--- config.mk ---
export PLATFORM = sky130hd
export DESIGN_NAME = fpop_decode_dispatch_core
export DESIGN_NICKNAME = d
export VERILOG_FILES = /design/src/hdl/fpdd_pkg.sv /design/src/hdl/fpop_decode_dispatch_core.sv /design/src/hdl/fpdd_decode.sv
export VERILOG_INCLUDE_DIRS = /design/src /design/src/hdl
export SDC_FILE = /design/constraint.sdc
export NUM_CORES = 1
export LEC_CHECK = 0
export BUFFER_PORTS_ARGS = -buffer_cell sky130_fd_sc_hd__buf_2
export CORE_UTILIZATION = 35
export CTS_CLUSTER_DIAMETER = 100
export DETAILED_ROUTE_END_ITERATION = 8
export GPL_TIMING_DRIVEN = 0
export SETUP_SLACK_MARGIN = 0.05
export SYNTH_ARGS = -nofsm -noshare
export SYNTH_HDL_FRONTEND = slang
export SYNTH_SLANG_ARGS = --single-unit
--- constraint.sdc ---
create_clock -name clk -period 2.8 [get_ports clk]
set_input_delay 0 -clock clk [delete_from_list [all_inputs] [get_ports clk]]
set_output_delay 0 -clock clk [all_outputs]
set_load 0.01 [all_outputs]
--- src/hdl/assert_macros.svh ---
// Assertion macros shared by the RTL of the FPop decode block.
// No dependencies; included by the files that carry concurrent assertions.
`ifndef ASSERT_MACROS_SVH
`define ASSERT_MACROS_SVH
`ifndef SYNTH
`define ASSERT_CLK(label, clk, rst, prop) \
  label: assert property (@(posedge clk) disable iff (rst) prop) \
    else $error("assertion failed");
`define ASSERT_NEVER(label, clk, rst, expr) \
  label: assert property (@(posedge clk) disable iff (rst) !(expr)) \
    else $error("forbidden condition seen");
`else
`define ASSERT_CLK(label, clk, rst, prop)
`define ASSERT_NEVER(label, clk, rst, expr)
`endif
`endif

--- src/hdl/fpdd_pkg.sv ---
// Shared types, opcode tables and helper functions for the FPop decode block.
// No dependencies; used by fpdd_decode and fpop_decode_dispatch_core.
package fpdd_pkg;

  localparam int NumOps     = 36;
  localparam int FirstFpop2 = 34;

  localparam logic [31:0] OP_MASK  = 32'hc1f8_0000;
  localparam logic [31:0] OP_FPOP1 = 32'h81a0_0000;
  localparam logic [31:0] OP_FPOP2 = 32'h81a8_0000;

  localparam logic [3:0] TT_NONE    = 4'd0;
  localparam logic [3:0] TT_INVALID = 4'd6;

  // Operand size codes held in the descriptor.
  localparam logic [1:0] SZ_NONE = 2'd0;
  localparam logic [1:0] SZ_QUAD = 2'd3;

  // Source kinds.
  localparam logic [1:0] KIND_UNUSED = 2'd0;
  localparam logic [1:0] KIND_REG    = 2'd1;
  localparam logic [1:0] KIND_ZERO   = 2'd2;

  // Half-clear requests.
  localparam logic [1:0] CLR_NONE  = 2'd0;
  localparam logic [1:0] CLR_LOWER = 2'd1;
  localparam logic [1:0] CLR_UPPER = 2'd2;

  typedef logic [2:0] marks_t;
  localparam int MarkLower  = 0;
  localparam int MarkUpper  = 1;
  localparam int MarkEnable = 2;
  localparam marks_t MARKS_LOWER  = 3'b001;
  localparam marks_t MARKS_UPPER  = 3'b010;
  localparam marks_t MARKS_ENABLE = 3'b100;

  // opf code of each operation, in dense operation order.
  localparam logic [8:0] OP_OPF [NumOps] = '{
    9'h003, 9'h007, 9'h00b, 9'h02b, 9'h043, 9'h047, 9'h04b, 9'h04f, 9'h06e,
    9'h083, 9'h08c, 9'h0c7, 9'h0cb, 9'h0cc, 9'h0cd, 9'h0ce, 9'h0d3,
    9'h029, 9'h02a, 9'h041, 9'h042, 9'h045, 9'h046, 9'h049, 9'h04a, 9'h04d,
    9'h04e, 9'h069, 9'h081, 9'h082, 9'h0c6, 9'h0c9, 9'h0d1, 9'h0d2,
    9'h053, 9'h057
  };

  // Descriptor: [1:0] rs1 size, [3:2] rs2 size, [5:4] rd size, [11:8] trap type.
  localparam logic [11:0] OP_DESC [NumOps] = '{
    12'h33c, 12'h33c, 12'h33c, 12'h33c, 12'h33f, 12'h33f, 12'h33f, 12'h33f, 12'h33a,
    12'h32c, 12'h338, 12'h31c, 12'h32c, 12'h334, 12'h334, 12'h338, 12'h31c,
    12'h214, 12'h228, 12'h215, 12'h22a, 12'h215, 12'h22a, 12'h215, 12'h22a, 12'h215,
    12'h22a, 12'h225, 12'h224, 12'h228, 12'h218, 12'h224, 12'h214, 12'h218,
    12'h30f, 12'h30f
  };

  typedef struct packed {
    logic       accept;
    logic [5:0] operation;
    logic [3:0] trap_type_out;
    logic [1:0] first_src_kind;
    logic [5:0] first_src_index;
    logic [1:0] second_src_kind;
    logic [5:0] second_src_index;
    logic       dest_is_condition;
    logic [5:0] dest_index;
    logic [1:0] clear_half;
    logic       clear_graphics_status;
  } result_t;

  // Double and quad registers move field bit 0 up to index bit 5.
  function automatic logic [5:0] map_reg(input logic [1:0] size, input logic [4:0] f);
    if (size[1]) begin
      return {f[0], f[4:1], 1'b0};
    end
    return {1'b0, f};
  endfunction

  function automatic logic quad_bad(input logic [1:0] size, input logic [4:0] f);
    return (size == SZ_QUAD) && f[1];
  endfunction

endpackage

--- src/hdl/fpop_decode_dispatch_core.sv ---
// Top level of the FPop decode and dispatch block: input stage, decode, result register.
// Depends on fpdd_pkg, fpdd_decode and assert_macros.svh.
//
//   channel | handshake           | payload
//   --------+---------------------+---------------------------------------------
//   input   | in_valid / in_ready | instruction, trap_type_in
//   output  | out_valid/out_ready | accept, operation, trap_type_out, src/dest
//
// One word is taken and delivered per cycle while out_ready holds; a result is presented
// once its word has passed the input stage and then the result register.
// The saved marks update as a word moves from the input stage to the result
// register, so the next word decodes against the updated marks.
// While a result waits, the input stage still takes one more word.
// rst is synchronous: it empties both stages and clears the saved marks.
`include "assert_macros.svh"
module fpop_decode_dispatch_core (
  input  logic        clk,
  input  logic        rst,
  input  logic        in_valid,
  output logic        in_ready,
  input  logic [31:0] instruction,
  input  logic [3:0]  trap_type_in,
  output logic        out_valid,
  input  logic        out_ready,
  output logic        accept,
  output logic [5:0]  operation,
  output logic [3:0]  trap_type_out,
  output logic [1:0]  first_src_kind,
  output logic [5:0]  first_src_index,
  output logic [1:0]  second_src_kind,
  output logic [5:0]  second_src_index,
  output logic        dest_is_condition,
  output logic [5:0]  dest_index,
  output logic [1:0]  clear_half,
  output logic        clear_graphics_status
);

  logic              s0_valid;
  logic [31:0]       s0_insn;
  logic [3:0]        s0_tt;
  logic              out_free;
  logic              adv;
  fpdd_pkg::marks_t  marks;
  fpdd_pkg::marks_t  marks_next;
  fpdd_pkg::result_t dec_res;
  fpdd_pkg::result_t out_res;
  logic              dest_write;
  logic              dest_saved;
  logic              refused_clean;

  assign out_free = !out_valid || out_ready;
  assign adv      = s0_valid && out_free;
  assign in_ready = !s0_valid || out_free;

  fpdd_decode u_decode (
    .instruction  (s0_insn),
    .trap_type_in (s0_tt),
    .marks        (marks),
    .res          (dec_res),
    .marks_next   (marks_next)
  );

  always_ff @(posedge clk) begin
    if (rst) begin
      s0_valid  <= 1'b0;
      out_valid <= 1'b0;
      marks     <= '0;
    end else begin
      if (in_ready) begin
        s0_valid <= in_valid;
      end
      if (out_free) begin
        out_valid <= s0_valid;
      end
      if (adv) begin
        marks <= marks_next;
      end
    end
  end

  always_ff @(posedge clk) begin
    if (in_valid && in_ready) begin
      s0_insn <= instruction;
      s0_tt   <= trap_type_in;
    end
    if (adv) begin
      out_res <= dec_res;
    end
  end

  assign accept                = out_res.accept;
  assign operation             = out_res.operation;
  assign trap_type_out         = out_res.trap_type_out;
  assign first_src_kind        = out_res.first_src_kind;
  assign first_src_index       = out_res.first_src_index;
  assign second_src_kind       = out_res.second_src_kind;
  assign second_src_index      = out_res.second_src_index;
  assign dest_is_condition     = out_res.dest_is_condition;
  assign dest_index            = out_res.dest_index;
  assign clear_half            = out_res.clear_half;
  assign clear_graphics_status = out_res.clear_graphics_status;

  assign dest_write    = adv && dec_res.accept && !dec_res.dest_is_condition;
  assign dest_saved    = dest_index[5] ? marks[fpdd_pkg::MarkUpper]
                                       : marks[fpdd_pkg::MarkLower];
  assign refused_clean = (operation == '0) && (first_src_kind == fpdd_pkg::KIND_UNUSED) &&
                         (clear_half == fpdd_pkg::CLR_NONE) && !clear_graphics_status;

  // Any saved half implies the enable mark is set.
  `ASSERT_CLK(a_marks_enable, clk, rst, (marks != '0) |-> marks[fpdd_pkg::MarkEnable])
  // After a register write moves into the result register, its half is marked saved.
  `ASSERT_CLK(a_dest_half_saved, clk, rst, dest_write |=> dest_saved)
  // A refused word carries no operation and no side effects.
  `ASSERT_CLK(a_refused_clean, clk, rst, (out_valid && !accept) |-> refused_clean)
  // An accepted word always clears the trap type.
  `ASSERT_CLK(a_accept_tt, clk, rst, (out_valid && accept) |-> (trap_type_out == fpdd_pkg::TT_NONE))
  `ASSERT_NEVER(a_clear_code, clk, rst, out_valid && (clear_half == 2'd3))

endmodule

--- src/hdl/fpdd_decode.sv ---
// Combinational decode of one FPop word: opcode lookup, operand mapping and marks update.
// Depends on fpdd_pkg; instantiated by fpop_decode_dispatch_core.
module fpdd_decode (
  input  logic [31:0]       instruction,
  input  logic [3:0]        trap_type_in,
  input  fpdd_pkg::marks_t  marks,
  output fpdd_pkg::result_t res,
  output fpdd_pkg::marks_t  marks_next
);

  logic        is1;
  logic        is2;
  logic        cls;
  logic [8:0]  opf;
  logic        hit;
  logic [5:0]  num;
  logic [11:0] desc;
  logic [1:0]  s1;
  logic [1:0]  s2;
  logic [1:0]  sd;
  logic [4:0]  f1;
  logic [4:0]  f2;
  logic [4:0]  fd;
  logic [5:0]  idx1;
  logic [5:0]  idx2;
  logic [5:0]  idxd;
  logic        bad;
  fpdd_pkg::marks_t cur;

  assign is1  = (instruction & fpdd_pkg::OP_MASK) == fpdd_pkg::OP_FPOP1;
  assign is2  = (instruction & fpdd_pkg::OP_MASK) == fpdd_pkg::OP_FPOP2;
  assign opf  = instruction[13:5];
  assign f1   = instruction[18:14];
  assign f2   = instruction[4:0];
  assign fd   = instruction[29:25];
  assign s1   = desc[1:0];
  assign s2   = desc[3:2];
  assign sd   = desc[5:4];
  assign idx1 = fpdd_pkg::map_reg(s1, f1);
  assign idx2 = fpdd_pkg::map_reg(s2, f2);
  assign idxd = fpdd_pkg::map_reg(sd, fd);
  assign bad  = fpdd_pkg::quad_bad(s1, f1) || fpdd_pkg::quad_bad(s2, f2) ||
                fpdd_pkg::quad_bad(sd, fd);

  // A first write after the enable mark was dropped starts from enable alone.
  assign cur = marks[fpdd_pkg::MarkEnable] ? marks : fpdd_pkg::MARKS_ENABLE;

  // The opf codes are unique within each class, so the compares are independent.
  always_comb begin
    hit  = 1'b0;
    num  = '0;
    desc = '0;
    cls  = 1'b0;
    for (int i = 0; i < fpdd_pkg::NumOps; i++) begin
      cls = (i < fpdd_pkg::FirstFpop2) ? is1 : is2;
      if (!hit && cls && (opf == fpdd_pkg::OP_OPF[i])) begin
        hit  = 1'b1;
        num  = 6'(i);
        desc = fpdd_pkg::OP_DESC[i];
      end
    end
  end

  always_comb begin
    res               = '0;
    res.trap_type_out = trap_type_in;
    marks_next        = marks;
    if (hit && (trap_type_in == desc[11:8])) begin
      if (bad) begin
        res.trap_type_out = fpdd_pkg::TT_INVALID;
      end else begin
        res.accept        = 1'b1;
        res.operation     = num;
        res.trap_type_out = fpdd_pkg::TT_NONE;
        if (s1 != fpdd_pkg::SZ_NONE) begin
          res.first_src_index = idx1;
          res.first_src_kind  = (idx1[5] ? marks[fpdd_pkg::MarkUpper]
                                         : marks[fpdd_pkg::MarkLower])
                                ? fpdd_pkg::KIND_REG : fpdd_pkg::KIND_ZERO;
        end
        if (s2 != fpdd_pkg::SZ_NONE) begin
          res.second_src_index = idx2;
          res.second_src_kind  = (idx2[5] ? marks[fpdd_pkg::MarkUpper]
                                          : marks[fpdd_pkg::MarkLower])
                                 ? fpdd_pkg::KIND_REG : fpdd_pkg::KIND_ZERO;
        end
        if (sd == fpdd_pkg::SZ_NONE) begin
          res.dest_is_condition = 1'b1;
          res.dest_index        = {4'b0000, fd[1:0]};
        end else begin
          res.dest_index            = idxd;
          res.clear_graphics_status = !marks[fpdd_pkg::MarkEnable];
          if (idxd[5]) begin
            res.clear_half = cur[fpdd_pkg::MarkUpper] ? fpdd_pkg::CLR_NONE
                                                      : fpdd_pkg::CLR_UPPER;
            marks_next     = cur | fpdd_pkg::MARKS_UPPER;
          end else begin
            res.clear_half = cur[fpdd_pkg::MarkLower] ? fpdd_pkg::CLR_NONE
                                                      : fpdd_pkg::CLR_LOWER;
            marks_next     = cur | fpdd_pkg::MARKS_LOWER;
          end
        end
      end
    end
  end

endmodule
Word-level counts from Yosys, hierarchy flattened
Index checks and enable logic that the tools add are counted.
- output and inout bits: 39
- register bits after elaboration: 78
- input bits: 40
- logic and storage cells: 327
- eq/ne operators: 42
- bitwise gates (word level): 5
- reductions and logical operators: 128
- muxes and demuxes: 134
- operator list (cell ; count):
    two-way mux 10 bit ; 36
    == test 9 x 7 -> 1 bit, second input constant ; 16
    == test 9 x 8 -> 1 bit, second input constant ; 14
    two-way mux 5 bit ; 16
    logical AND 1 bit ; 77
    two-way mux 6 bit ; 11
    two-way mux 1 bit ; 44
    logical NOT 1 bit ; 38
    two-way mux 4 bit ; 8
    two-way mux 30 bit ; 1
    == test 9 x 6 -> 1 bit, second input constant ; 3
    two-way mux 26 bit ; 1
    two-way mux 3 bit ; 6
    == test 8 bit, second input constant ; 2
    two-way mux 2 bit ; 8
    two-way mux 8 bit ; 2
    == test 9 x 2 -> 1 bit, second input constant ; 1
    == test 9 x 3 -> 1 bit, second input constant ; 1
    == test 9 x 4 -> 1 bit, second input constant ; 1
    OR reduction 3 bit ; 3
    two-way mux 7 bit ; 1
    == test 2 bit, second input constant ; 3
    OR reduction 6 bit ; 1
    inverter 1 bit ; 5
    other kinds (6) ; 10

Longest topological paths before layout
Gate-level depths: netlist (run 1).
- depth after elaboration: 150
- mapped depth: 11
- mapped depth without buffers: 8

By module
Synthesis (run 1) repeated with hierarchy kept, for this count alone.
- cells, all modules: 334
- area, all modules: 3891.2 um^2
- by module, submodules not included (module ; cells each ; sequential area each (um^2) ; area an instance (um^2) ; instances):
    fpop_decode_dispatch_core ; 96 ; 2292.2 ; 2418.6 ; 1
    fpdd_decode ; 238 ; 0.0 ; 1472.7 ; 1

Worst setup path after synthesis (run 1)
OpenSTA, ideal clock, no wires.
- path kind: register to register
- start: register s0_insn[13]
- end: register out_res (netlist bit clear_half[0]) (data pin)
- data required time: 2527 ps
- path slack: 237 ps
- setup time: 273 ps
- path buffers: 1
- arrival: 2290 ps
- clock period less this slack: 2563 ps
- cell stages (with the launch flop): 9
- cell sequence: edfxtp_1 -> nor3_2 -> o2111ai_2 -> a211oi_4 -> nor4b_1 -> and3_1 -> o311ai_4 -> buf_2 -> nor3_1
- longest elaborated chain between the ends: 148
- elaborated cells between the ends (all ways): 230
- classes of those cells: eq/ne (40); mux (75); bitwise (1); reduce/logical (114)
- ends and longest elaborated chain (item ; RTL line ; text):
    from (decl) ; fpop_decode_dispatch_core.sv:39 ; logic [31:0] s0_insn;
    from (signal assigned) ; fpop_decode_dispatch_core.sv:83 ; s0_insn <= instruction;
    == test 9 x 2 -> 1 bit ; fpdd_decode.sv:56 ; if (!hit && cls && (opf == fpdd_pkg::OP_OPF[i])) begin
    logical AND 1 bit ; fpdd_decode.sv:56 ;
    two-way mux 1 bit ; fpdd_decode.sv:56 ;
    logical NOT 1 bit ; fpdd_decode.sv:56 ;
    logical AND 1 bit (2 in a row) ; fpdd_decode.sv:56 ;
    two-way mux 1 bit ; fpdd_decode.sv:56 ;
    logical NOT 1 bit ; fpdd_decode.sv:56 ;
    logical AND 1 bit (2 in a row) ; fpdd_decode.sv:56 ;
    [128 not listed] ; - ;
    two-way mux 1 bit ; fpdd_decode.sv:56 ;
    logical NOT 1 bit ; fpdd_decode.sv:56 ;
    logical AND 1 bit (2 in a row) ; fpdd_decode.sv:56 ;
    two-way mux 10 bit ; fpdd_decode.sv:56 ;
    == test 2 bit ; fpdd_pkg.sv:78 ; return (size == SZ_QUAD) && f[1];
    logical AND 1 bit ; fpdd_pkg.sv:78 ;
    logical OR 1 bit (2 in a row) ; fpdd_decode.sv:42 ; assign bad = fpdd_pkg::quad_bad(s1, f1) || fpdd_pkg::quad_bad(s2, f2) ||
    OR reduction 3 bit (no source line) ; - ;
    to (signal assigned) ; fpop_decode_dispatch_core.sv:87 ; out_res <= dec_res;
    to (decl) ; fpop_decode_dispatch_core.sv:46 ; fpdd_pkg::result_t out_res;
Several ways; a longest one is shown, not always the timed one.
A chain may end at the register's enable or synchronous reset.

Worst setup path after layout (run 1)
- start: register s0_insn[7]
- end: register out_res (netlist bit operation[4]) (data pin)
- longest elaborated chain between the ends: 148
- elaborated cells between the ends (all ways): 242
- classes of those cells: eq/ne (40); mux (88); bitwise (1); reduce/logical (113)
- ends and longest elaborated chain (item ; RTL line):
    == test 9 x 2 -> 1 bit ; fpdd_decode.sv:56
    logical AND 1 bit ; fpdd_decode.sv:56
    two-way mux 1 bit ; fpdd_decode.sv:56
    logical NOT 1 bit ; fpdd_decode.sv:56
    logical AND 1 bit (2 in a row) ; fpdd_decode.sv:56
    two-way mux 1 bit ; fpdd_decode.sv:56
    logical NOT 1 bit ; fpdd_decode.sv:56
    logical AND 1 bit (2 in a row) ; fpdd_decode.sv:56
    [128 not listed] ; -
    two-way mux 1 bit ; fpdd_decode.sv:56
    logical NOT 1 bit ; fpdd_decode.sv:56
    logical AND 1 bit (2 in a row) ; fpdd_decode.sv:56
    two-way mux 10 bit ; fpdd_decode.sv:56
    == test 2 bit ; fpdd_pkg.sv:78
    logical AND 1 bit ; fpdd_pkg.sv:78
    logical OR 1 bit (2 in a row) ; fpdd_decode.sv:42
    OR reduction 6 bit (no source line) ; -
Several ways; a longest one is shown, not always the timed one.

==> results of run 1 <==
[how the worst max path moves through the flow]
stage | startpoint | to | cells past startpoint
floorplan | s0_insn[13] | clear_half[0] | 8
global placement | s0_insn[8] | first_src_index[1] | 9
detailed placement | s0_insn[8] | dest_index[3] | 9
CTS | s0_insn[13] | operation[4] | 11
global route | s0_insn[13] | clear_graphics_status | 9
finish | s0_insn[7] | operation[4] | 11
[power groups by stage]
stage | clock network, mW | registers [mW] | logic, mW
2_1_floorplan | 0 | 1.40 | 0.117
3_3_place_gp | 0 | 1.39 | 0.224
3_5_place_dp | 0 | 1.39 | 0.224
4_1_cts | 1.14 | 1.36 | 0.324
5_1_grt | 1.19 | 1.37 | 0.374
6_report | 1.12 | 1.36 | 0.351
[cells in the mapped netlist (4+ instances only)]
cell      count
dfxtp_1       5
and2_1        5
nand4_1      10
nor4_1        8
nor2b_1      12
nand2_1      30
a21oi_1      16
nor3_1       20
inv_1        16
nand2b_1      6
o22ai_1       7
buf_2        11
nor2_1       48
nor3b_1      14
a31oi_1       4
nand3_1      11
edfxtp_1     73
o21ai_0      14
[sequential cells by signal, summed over array words and instances (netlist names)]
| signal | cells |
|---|---|
| marks | 3 |
| dest_index | 6 |
| s0_valid | 1 |
| second_src_kind | 2 |
| trap_type_out | 4 |
| s0_tt | 4 |
| first_src_kind | 2 |
| clear_graphics_status | 1 |
| dest_is_condition | 1 |
| first_src_index | 6 |
| accept | 1 |
| s0_insn | 32 |
| second_src_index | 6 |
| operation | 6 |
| clear_half | 2 |
| out_valid | 1 |
[layout by cell type, fill, tap and decap left out, types with 3 or more instances in the layout]
cell type	synthesis	layout
nand4_4	1	3
a21oi_1	16	15
nor2_4	0	4
dfxtp_1	5	5
o21ai_0	14	12
nor3_2	2	6
nor2_2	2	7
nor3b_2	2	8
inv_1	16	15
buf_4	3	57
o22ai_1	7	3
nand3_1	11	8
buf_2	11	80
clkbuf_16	0	9
nand2_1	30	25
nand4_1	10	10
edfxtp_1	73	73
nor3_1	20	14
o21ai_1	2	3
nor2b_1	12	9
and2_1	5	4
inv_6	0	4
or3_1	3	3
nor4_1	8	4
or2_2	3	3
nand2b_1	6	6
nor3b_1	14	6
buf_6	2	17
a31oi_1	4	3
dlygate4sd3_1	0	40
nand2_2	0	5
nor2_1	48	39
nand3b_1	3	3
nor4_4	1	4
[worst max-delay path, stage by stage (launching register included)]
cell      delay [ns]
edfxtp_1        0.45
clkbuf_4        0.25
inv_1           0.18
nand2_1         0.23
nor3_2          0.10
nor2_2          0.20
nand4_1         0.19
a311oi_2        0.38
o311ai_4        0.20
buf_6           0.16
buf_6           0.13
a311oi_2        0.21
[metrics by stage]
step	util	instances	instance area [µm²]	hold WS, ns
floorplan	-	399	4290	0.0691
global placement	0.406	624	4860	0.177
detailed placement	0.407	624	4860	0.178
CTS	0.523	726	6260	0.330
global route	0.552	742	6600	0.356
finish	0.552	742	6600	0.332
[repair_timing]
action | CTS | global route
hold buffers | 40 | 0
gates resized for setup | 75 | 46
endpoints found under the hold margin | 39 | 0
pin swaps | 20 | 28
setup buffers | 44 | 16
cloned | 2 | 0
setup endpoints to repair | 38 | 38
[final cells by class]
type / instances / area (µm²)
fillers: 1012 / 5360
flip-flops and latches: 78 / 2290
well taps: 147 / 184
repair buffers: 180 / 1320
plain buffers: 21 / 179
multi-input cells: 284 / 2280
clock inverters: 7 / 61.3
clock buffers: 9 / 225
inverters: 16 / 60.1
[per-layer routing]
layer / GRT usage / routed length (µm) / share of wire / vias up
met4: 0.118 / 453 / 0.033 / 0
met5: 0 / 0 / 0 / -
met1: 0.280 / 5910 / 0.43 / 1918
li1: - / - / - / 1912
met3: 0.0470 / 869 / 0.064 / 35
met2: 0.342 / 6410 / 0.47 / 199
[cells by family (layout without fill, tap and decap cells)]
kind of cell,count (synthesis),in the layout,synth area share
compound gates,78,78,0.138
xor+xnor,1,1,0.00204
buf+inv,37,233,0.0452
flops,78,78,0.535
mux,1,1,0.00233
simple gates,204,204,0.278
==> out/metrics.cfg, run 1 <==
[timing]
hold_viol=0
fin_skew_ns=0.00992
fmax_ghz=0.346
setup_violations=31
rsz0062_at_grt=yes
slew_violations=0
layout_min_cycle_time_ns=2.89
setup_slack_ns=-0.0860
fin_tns_setup_ns=-1.44
relSlewSlack=0.412
max_slew.worst_pin.slew_ns=0.875
period_share=1.03

[synth]
synth_edf_count=73
ys_seq_elements=78
avgSynthCellArea_um2=10.7
synth_nets=439
synth_area_leaders=edfxtp_1, nor2_1, nand2_1
ys_seq_area_frac=0.535
yosys.area.top_type=edfxtp_1
netlist_area_um2=4290
ys.flop_type=edfxtp_1
yosys_warnings=0
synth_cell_types=77
synth_top_area_share=0.511
async_flop_share=0
synth_cells=399

[power]
sw_frac_of_total=0.252
clockPowerShare=0.395
pwr-share-comb=0.124
switchingPower_uw=715
seqPwrFrac=0.481
p_int_mw=2.12
power_mw=2.83
powerDensity_nw_per_um2=429
leakagePower_nw=2.40
vdd_drop_max_v=0.000348

[global_route]
grt_pass1_vias=3924
grt_max_degree=38
grt_pass1_wl_um=20800
groute.usage.overall=0.218
grt.overflow.total=0
antenna_found_initial=0

[floorplanning]
die_height_um=113
die-area_um2=12700
start_util=0.358
core-area_um2=12000
pin_count=79
fp-row-count=40
die_w_um=113

[clock_tree]
tritoncts=done
cts-root-buf=clkbuf_16
cts_sinks=78
clock_path_buffers=2
insertion_delay_ns=0.34
cts_made_buffers=9
h-tree-depth=3
path_clk_slew_ns=0.07

[setup_path]
crit_type=flip-flop to flip-flop
arrival_ns=3.04
critPathRequiredTime_ns=2.95
r2r-end=operation[4]
startpoint_type=flip-flop
worstSetupEndpointType=flip-flop
r2r-start=s0_insn[7]
crit_path_max_fanout=10
reg2reg_depth=11
reg2reg_slack_ns=-0.09

[final_layout]
nets=630
area_growth_pct=53.9
drive_above_1_share=0.440
antennaDiodeCount=0

[drt]
via_per_inst=5.48
wire_per_inst_um=18.4
drc=0
drtIter0Drc=389
vias=4064
first_pass_iters=5
totalWireLength_um=13600
ant_nets=0

[placement]
io_buffers=78
gp_congestion=0.956
dp_hpwl_um=9210
pre_cts_slack_ns=-0.495

[min_path]
hold_end=in_ready
min_from=out_ready
hold_depth=4
hold_path_class=input pin to primary output

[run_status]
status=complete, but fails checks
violations=setup timing

[run]
drv_cap=0

No activity file was read; power rests on OpenSTA's default activity.
==> run 2, diff against run 1 <==
--- a/config.mk
+++ b/config.mk
@@ -6,6 +6,7 @@
 export SDC_FILE = /design/constraint.sdc
 export NUM_CORES = 1
 export LEC_CHECK = 0
+export ABC_AREA = 1
 export BUFFER_PORTS_ARGS = -buffer_cell sky130_fd_sc_hd__buf_2
 export CORE_UTILIZATION = 35
 export CTS_CLUSTER_DIAMETER = 100
==> run 2 against run 1 <==
The flow still finishes with violations (setup timing). Die area fell by 9.7%. Cell count rose by 3.0%. Utilization fell by 0.84 points. Sequential power barely moved.
==> out/metrics.cfg, run 2 <==
[drt]
drc=0  ; unchanged
drtIter0Drc=313  ; -20%
first_pass_iters=6  ; +1
wire_per_inst_um=13.0  ; -29%
ant_nets=0  ; unchanged
vias=3636  ; -11%
totalWireLength_um=9920  ; -27%
via_per_inst=4.76  ; -13%

[synth]
synth_nets=465  ; +5.9%
async_flop_share=0  ; unchanged
ys_seq_elements=78  ; unchanged
synth_edf_count=73  ; unchanged
ys_seq_area_frac=0.593  ; +0.0583
yosys_warnings=0  ; unchanged
synth_top_area_share=0.567  ; +0.0558
synth_area_leaders=edfxtp_1, inv_1, nor2_1
netlist_area_um2=3870  ; -9.8%
synth_cell_types=31  ; -60%
ys.flop_type=edfxtp_1
synth_cells=425  ; +6.5%
yosys.area.top_type=edfxtp_1
avgSynthCellArea_um2=9.10  ; -15%
synth.top_cells.by_count=inv_1, nor2_1, edfxtp_1

[timing]
layout_min_cycle_time_ns=3.64  ; +0.758 ns
fin_tns_setup_ns=-30.50  ; -29.06 ns
max_slew.worst_pin.slew_ns=0.742  ; -0.133 ns
setup_slack_ns=-0.844  ; -0.758 ns
hold_viol=0  ; unchanged
slew_violations=0  ; unchanged
fin_skew_ns=0.00917  ; -0.000754 ns
setup_violations=39  ; +26%
period_share=1.30  ; +0.271
fmax_ghz=0.274  ; -21%
relSlewSlack=0.505  ; +0.0927
rsz0062_at_grt=yes

[setup_path]
critPathRequiredTime_ns=3.01  ; +0.06 ns
crit_path_max_fanout=7  ; -3
crit_type=flip-flop to flip-flop
startpoint_type=flip-flop
worstSetupEndpointType=flip-flop
arrival_ns=3.86  ; +0.82 ns

[global_route]
grt_pass1_vias=3397  ; -13%
groute.usage.overall=0.177  ; -0.0408
grt.overflow.total=0  ; unchanged
grt_max_degree=37  ; -2.6%
grt_pass1_wl_um=15500  ; -25%
antenna_found_initial=0  ; unchanged

[floorplanning]
die-area_um2=11500  ; -9.7%
die_w_um=107  ; -5.0%
fp-row-count=38  ; -5.0%
pin_count=79  ; unchanged
core-area_um2=10800  ; -9.8%
start_util=0.358  ; about the same
die_height_um=107  ; -5.0%

[placement]
io_buffers=78  ; unchanged
gp_congestion=0.895  ; -6.4%
dp_hpwl_um=6420  ; -30%

[final_layout]
layout_commonest_cell=inv_1
area_growth_pct=51.7
nets=659  ; +4.6%
top_register=s0_insn
drive_above_1_share=0.381  ; -0.0589
antennaDiodeCount=0  ; unchanged
final_cell_mix=inv_1, buf_2, edfxtp_1
largest_reg_flops=32  ; unchanged
fin_util=0.543  ; -0.00843

[clock_tree]
cts_sinks=78  ; unchanged
clock_path_buffers=2  ; unchanged
cts-root-buf=clkbuf_8
insertion_delay_ns=0.35  ; about the same
cts_made_buffers=9  ; unchanged
path_clk_slew_ns=0.08  ; about the same
tritoncts=done
h-tree-depth=3  ; unchanged

[run]
drv_cap=0  ; unchanged

[min_path]
hold_path_class=input pin to flip-flop

[run_status]
status=complete, but fails checks
violations=setup timing

[power]
vdd_drop_max_v=0.000384  ; +10%
leakagePower_nw=2.78  ; +16%
powerDensity_nw_per_um2=403  ; -6.2%

## run 2: repair_timing
action | in CTS | in global routing
pin swaps | 18 | 16
gates cloned | 2 | 0
endpoints found under the hold margin | 41 | 0
buffers inserted | 50 | 13
resized for setup | 32 | 37
hold buffers | 39 | 0
setup endpoints to repair | 39 | 39
## run 2: kinds of logic (layout without fill, tap and decap cells)
family / after synthesis / in the layout / share of synthesized area
flip-flops: 78 / 78 / 0.593
AO/OA/AOI/OAI: 20 / 20 / 0.0320
AND/OR/NAND/NOR: 232 / 233 / 0.278
XOR/XNOR: 1 / 1 / 0.00227
buffers and inverters: 94 / 292 / 0.0951
## run 2: area by class of cell
| cell class | instances | area [µm²] |
|---|---|---|
| fillers | 934 | 4930 |
| flip-flops and latches | 78 | 2290 |
| multi-input cells | 254 | 1500 |
| clock buffers | 9 | 124 |
| clock inverters | 7 | 73.8 |
| plain buffers | 3 | 33.8 |
| well taps | 140 | 175 |
| inverters | 91 | 347 |
| repair buffers | 182 | 1320 |
## run 2: power breakdown
part / leakage, nW / total, mW / switching, mW / internal (mW)
combinational: 1.90 / 0.191 / 0.0986 / 0.0920
clock: 0.0996 / 0.829 / 0.415 / 0.414
sequential: 0.774 / 1.34 / 0.0188 / 1.32
## run 2: critical path, cell delays in order (launching register included)
cell      delay (ns)
edfxtp_1        0.38
nor2_2          0.13
nand2_2         0.08
nor2_4          0.16
buf_8           0.17
nand4_1         0.19
nor2_2          0.21
inv_2           0.07
nand4_1         0.15
nor2_2          0.05
buf_4           0.13
buf_4           0.12
buf_4           0.12
buf_4           0.12
buf_6           0.10
buf_4           0.12
nand2_1         0.05
nor2_1          0.05
nand3_1         0.08
inv_1           0.05
nand4_1         0.11
nor3_2          0.06
nand2_1         0.12
nand3_4         0.12
nor2_8          0.24
o21ai_4         0.13
nor3b_2         0.18
## run 2: worst paths after layout
path | depth (start not counted) | startpoint | slack, ns | to
worst max-delay path | 26 | s0_insn[30] | -0.84 | first_src_index[0]
worst min register to register | 2 | marks[2] | 0.50 | marks[2]
worst min-delay path | 2 | instruction[29] | 0.35 | s0_insn[29]
worst max register to register | 26 | s0_insn[30] | -0.84 | first_src_index[0]
## run 2: metrics by stage
step,setup WS [ns],hold slack (ns),cell area (µm²),power (mW),instances
CTS,-0.660,0.330,5630,2.38,751
global placement,-0.890,0.176,4480,1.49,643
detailed placement,-0.808,0.178,4510,1.50,644
finish,-0.844,0.347,5860,2.36,764
global route,-1.09,0.338,5860,2.44,764
floorplan,-0.198,0.0691,3910,1.43,425
## run 2: metal layers
| metal | global-route usage | part of all wire |
|---|---|---|
| met4 | 0.0832 | 0.033 |
| met3 | 0.0395 | 0.057 |
| met2 | 0.295 | 0.48 |
| met1 | 0.216 | 0.43 |
| met5 | 0 | 0 |
==> run 3, diff against run 2 <==
--- a/config.mk
+++ b/config.mk
@@ -8,6 +8,7 @@
 export LEC_CHECK = 0
 export ABC_AREA = 1
 export BUFFER_PORTS_ARGS = -buffer_cell sky130_fd_sc_hd__buf_2
+export CORE_ASPECT_RATIO = 1.1
 export CORE_UTILIZATION = 35
 export CTS_CLUSTER_DIAMETER = 100
 export DETAILED_ROUTE_END_ITERATION = 8
==> run 3 against run 2 <==
The run still ends with setup timing left. Combinational power is essentially flat. Sequential cell count is the same. Utilization grew 4.3 points. Clock power grew 51%. Die area is essentially flat. Via count grew 4.5%. Sequential power is essentially flat. Non-clock buffer count grew 12. Critical path type unchanged. Critical endpoint is now clear_half[0].
==> out/metrics.cfg, run 3 (synthesis results as in run 2) <==
[drt]
drtIter0Drc=319  ; +1.9%
first_pass_iters=5  ; -1
drc=0  ; unchanged
ant_nets=0  ; unchanged
wire_per_inst_um=14.2  ; +9.6%
via_per_inst=4.88  ; +2.4%
vias=3798  ; +4.5%
totalWireLength_um=11100  ; +12%

[timing]
layout_min_cycle_time_ns=3.66  ; +0.0125 ns
fin_hold_ws_ns=0.0415  ; -0.305 ns
max_slew.worst_pin.slew_ns=0.779  ; +0.0371 ns
slew_violations=0  ; unchanged
fin_skew_ns=0.0110  ; +0.00182 ns
relSlewSlack=0.480  ; -0.0248
setup_violations=39  ; unchanged
setup_slack_ns=-0.857  ; -0.0125 ns
rsz0062_at_grt=yes
hold_viol=0  ; unchanged
period_share=1.31  ; +0.00448
fin_tns_setup_ns=-31.41  ; -0.907 ns
fmax_ghz=0.273  ; -0.34%

[setup_path]
critPathMostFrequentCell=buf_4
critPathRequiredTime_ns=2.99  ; -0.02 ns
reg2reg_slack_ns=-0.86  ; about the same
cp_slowest_cell=edfxtp_1
startpoint_type=flip-flop
crit_path_max_fanout=8  ; +1
crit_type=flip-flop to flip-flop
worstSetupEndpointType=flip-flop
max_stage_delay_ns=0.37  ; about the same
arrival_ns=3.85  ; about the same

[floorplanning]
start_util=0.365  ; +0.00690
die_height_um=112  ; +4.8%
fp-row-count=39  ; +2.6%
die-area_um2=11500  ; about the same
die_w_um=102  ; -4.6%
pin_count=79  ; unchanged
core-area_um2=10600  ; -1.9%

[clock_tree]
clock_path_buffers=2  ; unchanged
cts-root-buf=clkbuf_16
tritoncts=done
h-tree-depth=3  ; unchanged
path_clk_slew_ns=0.06  ; -0.02 ns
insertion_delay_ns=0.35  ; about the same
cts_made_buffers=9  ; unchanged
cts_sinks=78  ; unchanged

[global_route]
antenna_found_initial=0  ; unchanged
grt_max_degree=37  ; unchanged
grt_pass1_vias=3681  ; +8.4%
grt.overflow.total=0  ; unchanged
grt_pass1_wl_um=17200  ; +11%
groute.usage.overall=0.199  ; +0.0223

[final_layout]
largest_reg_flops=32  ; unchanged
antennaDiodeCount=0  ; unchanged
final_cells=779  ; +2.0%
top_register=s0_insn
final_cell_mix=inv_1, buf_2, edfxtp_1
drive_above_1_share=0.414  ; +0.0321
layout_commonest_cell=inv_1
nets=671  ; +1.8%
area_growth_pct=60.6

[power]
powerDensity_nw_per_um2=450  ; +12%
vdd_drop_max_v=0.000459  ; +20%
power_mw=2.79  ; +18%
leakagePower_nw=2.90  ; +4.4%

[placement]
dp_hpwl_um=6520  ; +1.5%
dpl.cell_count=647  ; +0.47%
pre_cts_slack_ns=-0.813  ; -0.00524 ns
io_buffers=78  ; unchanged
gp_congestion=0.929  ; +3.8%

[run_status]
status=complete, but fails checks
violations=setup timing

[min_path]
hold_path_class=input pin to flip-flop

[run]
drv_cap=0  ; unchanged

-- run 3: cell count changes in the layout (fill, tap and decap cells not counted), sizes merged --
cell | before | now
buf | 145 | 157
bufinv | 1 | 2
clkbuf | 10 | 12
clkinv | 4 | 2
clkinvlp | 1 | 0
-- run 3: layout make-up --
cell class / count / area (µm²)
fillers: 865 / 4380
flip-flops and latches: 78 / 2290
multi-input cells: 254 / 1610
repair buffers: 194 / 1430
inverters: 91 / 347
clock buffers: 11 / 233
well taps: 143 / 179
clock inverters: 5 / 82.6
plain buffers: 3 / 38.8
-- run 3: power by group --
part	internal, mW	switching [mW]
Combinational	0.0890	0.103
Clock	0.784	0.470
Sequential	1.33	0.0195
-- run 3: path summary, 6_finish.rpt --
check	start	to	cells past startpoint
worst max-delay path	s0_insn[24]	clear_half[0]	28
worst min-delay path	out_ready	s0_valid	4
worst max register to register	s0_insn[24]	clear_half[0]	28
worst min register to register	s0_tt[3]	trap_type_out[3]	1
-- run 3: metal layers --
metal  global-route usage  up-vias  part of all wire
met4                0.103        0             0.048
met1                0.234     1737              0.39
li1                     -     1811                 -
met2                0.335      192              0.50
met5                    0        -                 0
met3               0.0473       58             0.058
-- run 3: critical path, delay by kind of cell, from the launching register on --
family	cells	cell delay [ns]
simple gates	16	1.72
buf+inv	12	1.38
flops	1	0.37
-- run 3: repair_timing --
item                                    in CTS  in global routing
endpoints found under the setup margin      39                 39
pin swaps                                   21                 23
endpoints found under the hold margin       41                  0
hold buffers                                39                  0
buffers inserted                            67                  9
cloned                                       2                  0
resized for setup                           45                 61
-- run 3: stage by stage --
step | area (µm²) | utilization
after floorplan | 3910 | -
after global placement | 4480 | 0.423
after detailed placement | 4510 | 0.426
after CTS | 5920 | 0.559
after global routing | 6210 | 0.586
final | 6210 | 0.586
